<file path="src/sv/positional_insert_delete_list_top_defines.svh">
// Assertion macros shared by the list block.
`ifndef POSITIONAL_INSERT_DELETE_LIST_TOP_DEFINES_SVH
`define POSITIONAL_INSERT_DELETE_LIST_TOP_DEFINES_SVH

// Check that a condition implies another in the same cycle.
`define PIDL_ASSERT_SAME(label, ante, cons, msg) \
    label: assert property (@(posedge clk) disable iff (!rst_n) (ante) |-> (cons)) \
        else $error(msg);

// Check that a condition implies another in the next cycle.
`define PIDL_ASSERT_NEXT(label, ante, cons, msg) \
    label: assert property (@(posedge clk) disable iff (!rst_n) (ante) |=> (cons)) \
        else $error(msg);

`endif

</file>
<file path="src/sv/pidl_pkg.sv">
// Types and codes shared by the list controller, datapath and top level.
package pidl_pkg;

    // Command codes; code 7 is unused and answers ok with no change
    typedef enum logic [2:0] {
        CMD_PUSH_TAIL = 3'd0,
        CMD_PUSH_HEAD = 3'd1,
        CMD_POP_TAIL  = 3'd2,
        CMD_POP_HEAD  = 3'd3,
        CMD_INSERT    = 3'd4,
        CMD_ERASE     = 3'd5,
        CMD_READ      = 3'd6
    } cmd_t;

    // Result status codes
    typedef enum logic [1:0] {
        STAT_OK     = 2'd0,
        STAT_BADPOS = 2'd1,
        STAT_FULL   = 2'd2,
        STAT_EMPTY  = 2'd3
    } status_t;

    // Controller states
    typedef enum logic {
        ST_IDLE = 1'b0,
        ST_EXEC = 1'b1
    } state_t;

    // Controller to datapath commands
    typedef struct packed {
        logic capture;
        logic execute;
    } ctrl_cmd_t;

endpackage

</file>
<file path="src/sv/pidl_ctrl.sv">
// Controller state machine: sequences capture and execute of one transaction.
module pidl_ctrl (
    input  logic                  clk,
    input  logic                  rst_n,
    input  logic                  start,
    output logic                  busy,
    output logic                  done,
    output pidl_pkg::ctrl_cmd_t   ctrl
);

    pidl_pkg::state_t state_reg;
    pidl_pkg::state_t state_next;
    logic             done_reg;

    // Advance state
    always_ff @(posedge clk or negedge rst_n)
    begin
        if (!rst_n)
        begin
            state_reg <= pidl_pkg::ST_IDLE;
            done_reg  <= 1'b0;
        end
        else
        begin
            state_reg <= state_next;
            done_reg  <= ctrl.execute;
        end
    end

    // Next state
    always_comb
    begin
        state_next = state_reg;
        case (state_reg)
            pidl_pkg::ST_IDLE:
            begin
                if (start)
                    state_next = pidl_pkg::ST_EXEC;
            end
            pidl_pkg::ST_EXEC:
            begin
                state_next = pidl_pkg::ST_IDLE;
            end
            default:
            begin
                state_next = pidl_pkg::ST_IDLE;
            end
        endcase
    end

    // Drive commands and status
    always_comb
    begin
        ctrl.capture = 1'b0;
        ctrl.execute = 1'b0;
        busy         = 1'b0;
        case (state_reg)
            pidl_pkg::ST_IDLE:
            begin
                ctrl.capture = start;
            end
            pidl_pkg::ST_EXEC:
            begin
                ctrl.execute = 1'b1;
                busy         = 1'b1;
            end
            default:
            begin
                busy = 1'b0;
            end
        endcase
    end

    assign done = done_reg;

endmodule

</file>
<file path="src/sv/pidl_datapath.sv">
// Datapath: command registers, row of entry cells with parallel shift, length and result.
module pidl_datapath #(
    parameter int CAPACITY = 16,
    parameter int CNT_W    = 5
) (
    input  logic                       clk,
    input  logic                       rst_n,
    input  pidl_pkg::ctrl_cmd_t        ctrl,
    input  logic [2:0]                 cmd,
    input  logic [4:0]                 position,
    input  logic signed [31:0]         value,
    output logic [1:0]                 status,
    output logic [CNT_W-1:0]           count,
    output logic signed [31:0]         read_value
);

    localparam int IDX_W = (CAPACITY > 1) ? $clog2(CAPACITY) : 1;
    localparam int CMP_W = ((CNT_W > 5) ? CNT_W : 5) + 1;

    pidl_pkg::cmd_t     cmd_reg;
    logic [4:0]         pos_reg;
    logic [31:0]        val_reg;
    logic [31:0]        cell_reg  [CAPACITY];
    logic [31:0]        cell_next [CAPACITY];
    logic [CNT_W-1:0]   count_reg;
    logic [CNT_W-1:0]   count_next;
    pidl_pkg::status_t  status_reg;
    pidl_pkg::status_t  status_next;
    logic [31:0]        read_reg;
    logic [31:0]        read_next;

    logic [CMP_W-1:0]   pos_x;
    logic [CMP_W-1:0]   cnt_x;
    logic [CMP_W-1:0]   put_idx;
    logic [CMP_W-1:0]   take_idx;
    logic               do_put;
    logic               do_take;
    logic               full;
    logic               empty;
    logic               pos_in_list;
    logic               pos_in_gap;
    logic [4:0]         pos_m1;
    logic [IDX_W-1:0]   rd_idx;

    // Capture the transaction
    always_ff @(posedge clk)
    begin
        if (ctrl.capture)
        begin
            cmd_reg <= pidl_pkg::cmd_t'(cmd);
            pos_reg <= position;
            val_reg <= value;
        end
    end

    assign pos_x       = CMP_W'(pos_reg);
    assign cnt_x       = CMP_W'(count_reg);
    assign full        = (count_reg == CNT_W'(CAPACITY));
    assign empty       = (count_reg == '0);
    assign pos_in_list = (pos_reg != 5'd0) && (pos_x <= cnt_x);
    assign pos_in_gap  = (pos_reg != 5'd0) && (pos_x <= cnt_x + CMP_W'(1));
    assign pos_m1      = pos_reg - 5'd1;
    assign rd_idx      = IDX_W'(pos_m1);

    // Decode the command
    always_comb
    begin
        status_next = pidl_pkg::STAT_OK;
        read_next   = '0;
        do_put      = 1'b0;
        do_take     = 1'b0;
        put_idx     = '0;
        take_idx    = '0;
        case (cmd_reg)
            pidl_pkg::CMD_PUSH_TAIL:
            begin
                if (full)
                    status_next = pidl_pkg::STAT_FULL;
                else
                begin
                    do_put  = 1'b1;
                    put_idx = cnt_x;
                end
            end
            pidl_pkg::CMD_PUSH_HEAD:
            begin
                if (full)
                    status_next = pidl_pkg::STAT_FULL;
                else
                    do_put = 1'b1;
            end
            pidl_pkg::CMD_POP_TAIL:
            begin
                if (empty)
                    status_next = pidl_pkg::STAT_EMPTY;
                else
                begin
                    do_take  = 1'b1;
                    take_idx = cnt_x - CMP_W'(1);
                end
            end
            pidl_pkg::CMD_POP_HEAD:
            begin
                if (empty)
                    status_next = pidl_pkg::STAT_EMPTY;
                else
                    do_take = 1'b1;
            end
            pidl_pkg::CMD_INSERT:
            begin
                // position check wins over the full check
                if (!pos_in_gap)
                    status_next = pidl_pkg::STAT_BADPOS;
                else if (full)
                    status_next = pidl_pkg::STAT_FULL;
                else
                begin
                    do_put  = 1'b1;
                    put_idx = CMP_W'(pos_m1);
                end
            end
            pidl_pkg::CMD_ERASE:
            begin
                if (!pos_in_list)
                    status_next = pidl_pkg::STAT_BADPOS;
                else
                begin
                    do_take  = 1'b1;
                    take_idx = CMP_W'(pos_m1);
                end
            end
            pidl_pkg::CMD_READ:
            begin
                if (!pos_in_list)
                    status_next = pidl_pkg::STAT_BADPOS;
                else
                    read_next = cell_reg[rd_idx];
            end
            default:
            begin
                status_next = pidl_pkg::STAT_OK;
            end
        endcase
    end

    // Shift each cell toward the tail on a put, toward the head on a take
    always_comb
    begin
        for (int i = 0; i < CAPACITY; i++)
        begin
            cell_next[i] = cell_reg[i];
            if (do_put)
            begin
                if (CMP_W'(i) == put_idx)
                    cell_next[i] = val_reg;
                else if ((i > 0) && (CMP_W'(i) > put_idx))
                    cell_next[i] = cell_reg[(i > 0) ? i - 1 : 0];
            end
            else if (do_take)
            begin
                if ((i < CAPACITY - 1) && (CMP_W'(i) >= take_idx))
                    cell_next[i] = cell_reg[(i < CAPACITY - 1) ? i + 1 : i];
            end
        end
    end

    // Update the length
    always_comb
    begin
        count_next = count_reg;
        if (do_put)
            count_next = count_reg + CNT_W'(1);
        else if (do_take)
            count_next = count_reg - CNT_W'(1);
    end

    // Hold the cells and the result
    always_ff @(posedge clk)
    begin
        if (ctrl.execute)
        begin
            for (int i = 0; i < CAPACITY; i++)
                cell_reg[i] <= cell_next[i];
            status_reg <= status_next;
            read_reg   <= read_next;
        end
    end

    // Hold the length
    always_ff @(posedge clk or negedge rst_n)
    begin
        if (!rst_n)
            count_reg <= '0;
        else if (ctrl.execute)
            count_reg <= count_next;
    end

    assign status     = status_reg;
    assign count      = count_reg;
    assign read_value = read_reg;

endmodule

</file>
<file path="src/sv/positional_insert_delete_list_top.sv">
// Top level of the positional insert and delete list block.
//
//  Channel   Handshake                  Fields
//  command   start in, busy out         cmd, position, value
//  result    done strobe out            status, count, read_value
//
// The accept edge captures the command and enters the execute state; the edge
// that leaves it shifts the row of entry cells and loads the result.
// done is high for one cycle after that edge; busy is high during the shift.
// A new command may be accepted in the cycle that done is high.
// Reset clears the length and the controller; entry cells are not cleared.
// The receiver cannot stall: each result is shown exactly once.
`include "positional_insert_delete_list_top_defines.svh"

module positional_insert_delete_list_top #(
    parameter int CAPACITY = 16,
    parameter int CNT_W    = 5
) (
    input  logic                clk,
    input  logic                rst_n,
    input  logic                start,
    output logic                busy,
    input  logic [2:0]          cmd,
    input  logic [4:0]          position,
    input  logic signed [31:0]  value,
    output logic                done,
    output logic [1:0]          status,
    output logic [CNT_W-1:0]    count,
    output logic signed [31:0]  read_value
);

    pidl_pkg::ctrl_cmd_t ctrl;

    // Sequence the transaction
    pidl_ctrl u_ctrl (
        .clk   (clk),
        .rst_n (rst_n),
        .start (start),
        .busy  (busy),
        .done  (done),
        .ctrl  (ctrl)
    );

    // Hold the list and compute the result
    pidl_datapath #(
        .CAPACITY (CAPACITY),
        .CNT_W    (CNT_W)
    ) u_datapath (
        .clk        (clk),
        .rst_n      (rst_n),
        .ctrl       (ctrl),
        .cmd        (cmd),
        .position   (position),
        .value      (value),
        .status     (status),
        .count      (count),
        .read_value (read_value)
    );

    // Check sequencing and result consistency
    `PIDL_ASSERT_NEXT(a_accept_busy, start && !busy, busy && !done, "accept not followed by busy")
    `PIDL_ASSERT_NEXT(a_busy_done, busy, done && !busy, "execute not followed by result")
    `PIDL_ASSERT_SAME(a_count_cap, done, count <= CNT_W'(CAPACITY), "count above capacity")
    `PIDL_ASSERT_SAME(a_fail_zero, done && (status != pidl_pkg::STAT_OK), read_value == 32'sd0,
                      "failed command returned data")

endmodule
</file>
<file path="config.mk">
export PLATFORM = sky130hd
export DESIGN_NAME = positional_insert_delete_list_top
export DESIGN_NICKNAME = d
export VERILOG_FILES = /design/src/sv/pidl_pkg.sv /design/src/sv/pidl_ctrl.sv /design/src/sv/pidl_datapath.sv /design/src/sv/positional_insert_delete_list_top.sv
export VERILOG_INCLUDE_DIRS = /design/src /design/src/sv
export SDC_FILE = /design/constraint.sdc
export NUM_CORES = 2
export LEC_CHECK = 0
export ABC_AREA = 1
export BUFFER_PORTS_ARGS = -buffer_cell sky130_fd_sc_hd__buf_2
export CELL_PAD_IN_SITES_DETAIL_PLACEMENT = 1
export CELL_PAD_IN_SITES_GLOBAL_PLACEMENT = 2
export CORE_UTILIZATION = 41
export DETAILED_ROUTE_END_ITERATION = 8
export PLACE_DENSITY = 0.95
export SYNTH_ARGS = -nofsm -noshare
export SYNTH_HDL_FRONTEND = slang
export SYNTH_SLANG_ARGS = --single-unit
</file>
<file path="constraint.sdc">
create_clock -name clk -period 12.61 [get_ports clk]
set_input_delay 3.1525 -clock clk [delete_from_list [all_inputs] [get_ports clk]]
set_output_delay 3.1525 -clock clk [all_outputs]
set_load 0.02 [all_outputs]
</file>
==> impl_metrics.csv <==
group,metric,value,unit
clock_network,postCtsHoldBufs,0,
clock_network,cts_tree,"done",
finish,drive_gt1_share,6.83,%
place,dp_hpwl,84100,um
yosys,syn_inst,4798,
drt,wl_per_cell,24.1,um
timing,grt_setup_unrepaired,"false",
hold_path,hold_path_class,"flip-flop to flip-flop",
worst_setup_path,worstSetupStartpointType,"flip-flop",
yosys,syn-num-nets,4858,
worst_setup_path,cp_max_fo,197,
yosys,yosysSeqAreaShare,48.9,%
worst_setup_path,crit_type,"flip-flop to flip-flop",
floorplanning,ios,84,
worst_setup_path,required,12940,ps
finish,final_cells,5856,
finish,layout_commonest_cell,"nand2_1",
place,port_buffers,83,
clock_network,cts_setup_buffers,0,
floorplanning,start_util,41.6,%
clock_network,cts_resized,0,
drt,drt-vias-per-instance,5.91,
drt,via_count,34623,
yosys,synth_xor_area_share,0.286,%
worst_setup_path,crit_start,"u_datapath.pos_reg[0]",
yosys,synth_mux_area_share,0,%
yosys,synth_area,36300,um2
yosys,yosysTopAreaCell,"edfxtp_1",
worst_setup_path,crit_family,"buffers and inverters",
timing,setup_tns,0,ps
yosys,avgSynthCellArea,7.57,um2
worst_setup_path,path_cells,"buf_4, inv_8, ha_4, nand2_1, or2_1, a21boi_1, nand3_1, nand2_4, buf_4, buf_12, buf_12, o21ai_0",
timing,relSlewSlack,17.4,%
place,place_inst,5726,
timing,timing.final.crit_share,50.4,%
floorplanning,die_area,89800,um2
power,p_leak,0.0177,uW
yosys,synth_cell_types,34,
worst_setup_path,path_buf_inv,5,
floorplanning,dieWidth,300,um
yosys,yosys_warnings,0,
timing,max_freq,157,MHz
floorplanning,coreArea,87300,um2
timing,hold_viol_final,0,
drt,wl,141000,um
yosys,synthAdderAreaFrac,0.606,%
clock_network,clk_latency,650,ps
place,post-place-ws,6610,ps
timing,fin_ws,6250,ps
yosys,synthTopCellsByArea,"edfxtp_1, nand2_1, nand3_1",
finish,final_cell_mix,"nand2_1, nand3_1, edfxtp_1, inv_1, o21ai_0",
finish,nets,4706,
floorplanning,rows,108,
timing,drv_slew,0,
worst_setup_path,cpPeakStageDelay,710,ps
timing,setup_viol,0,
finish,synthToLayoutAreaGrowth,9.11,%
finish,largest_reg_flops,512,
hold_path,hp-start,"u_datapath.cell_reg[10][0]",
drt,dr.first_iter.drc_count,4215,
worst_setup_path,endpoint_kind,"flip-flop",
global_routing,grt_pass1_vias,34277,
global_routing,grt_overflow,0,
yosys,synth-simple-area-share,30.7,%
power,power,6720,uW
global_routing,antenna_found_initial,0,
timing,min_period,6360,ps
worst_setup_path,slowest_stage,"buf_4",
power,power_density,170,nW/um2
yosys,synth_seq_cells,593,
timing,fin_skew,38.3,ps
timing,worst_pin_slew,1240,ps
yosys,synth_top_area_share,48.5,%
clock_network,cts_buffers,73,
drt,final_antenna_net_count,0,
clock_network,htreeDepth,3,
clock_network,clockBufferDepth,3,
worst_setup_path,crit_arrival,6690,ps
drt,dr.pass1.iters,5,
place,globalplace.congestion,0.865,
clock_network,root_buffer,"clkbuf_16",
floorplanning,die_y,300,um
clock_network,path_clk_slew,60,ps
run,drv_cap,0,
yosys,synth-compound-area-share,9.56,%
global_routing,grt_max_degree,198,
worst_setup_path,timing.rr.start,"u_datapath.pos_reg[0]",
power,ir_drop,113,uV
yosys,synth_top_family_by_area,"simple AND/OR/NAND/NOR gates",
drt,drc_errors,0,
global_routing,grt_pass1_wl,213000,um
global_routing,grt_usage,30.8,%
clock_network,cts_sinks,593,
status,status,"finished clean",
==> logic make-up (layout without fill, tap and decap cells) <==
logic type / count (synthesis) / count (layout)
adders and majority gates: 17 / 17
DFF: 593 / 593
buffers and inverters: 899 / 801
other: 0 / 1
AOI/OAI and AO/OA: 674 / 674
and+or+nand+nor: 2604 / 2604
xor gates and xnor gates: 11 / 11
==> power breakdown <==
| part | leakage (uW) | internal, uW | switching (uW) | total (uW) |
|---|---|---|---|---|
| Sequential | 0.00551 | 2570 | 175 | 2740 |
| Clock | 0.00112 | 1200 | 895 | 2090 |
| Combinational | 0.0110 | 487 | 1400 | 1880 |
==> cell type report <==
type                    instances  area, um2
diodes                          1       2.50
clock buffers                  91       1950
clock inverters                38        330
fillers                     10827      47700
inverters                     518       1960
multi-input cells            3306      15200
flip-flops and latches        593      17800
well taps                    1155       1450
repair buffers                154        986
==> tightest hold or removal path: stages (launching register included) <==
cell      delay, ps
edfxtp_1        340
nand2_1          50
nand2_1          50
==> synthesized netlist by cell type, drive strengths merged <==
library cell	count
nand2	1651
nand3	728
edfxtp	586
inv	518
o21ai	371
a21oi	265
clkbuf	191
buf	190
nand4	139
nor2	73
o211ai	33
ha	16
nor3	11
xor2	8
dfrtp	7
xnor2	3
o311ai	2
a21boi	1
a31oi	1
fa	1
nor4	1
o21bai	1
or2	1
==> per-layer routing <==
| metal | up-vias | global-route usage, % | wire length (um) |
|---|---|---|---|
| met3 | 277 | 4.61 | 11600 |
| met5 | - | 0 | 0 |
| met2 | 1534 | 48.7 | 63600 |
| li1 | 15658 | - | - |
| met4 | 0 | 10.0 | 4170 |
| met1 | 17154 | 43.2 | 61500 |
==> through the flow <==
stage / area, um2 / hold WS, ps / utilization [%]
floorplan: 36300 / 520 / -
global placement: 37300 / 526 / 42.8
detailed placement: 37300 / 535 / 42.8
CTS: 39600 / 530 / 45.4
finish: 39600 / 532 / 45.4
global route: 39600 / 568 / 45.4
==> worst paths after layout <==
check,to,slack [ps],cells past startpoint
max,u_datapath.cell_reg[12][0],6250,12
min in group asynchronous,u_datapath.count[1],2350,1
max in group asynchronous,u_ctrl.state_reg,10080,1
max reg2reg,u_datapath.cell_reg[12][0],6250,12
min,u_datapath.cell_reg[9][0],530,2
min reg2reg,u_datapath.cell_reg[9][0],530,2
No activity file was read; power rests on OpenSTA's default activity.
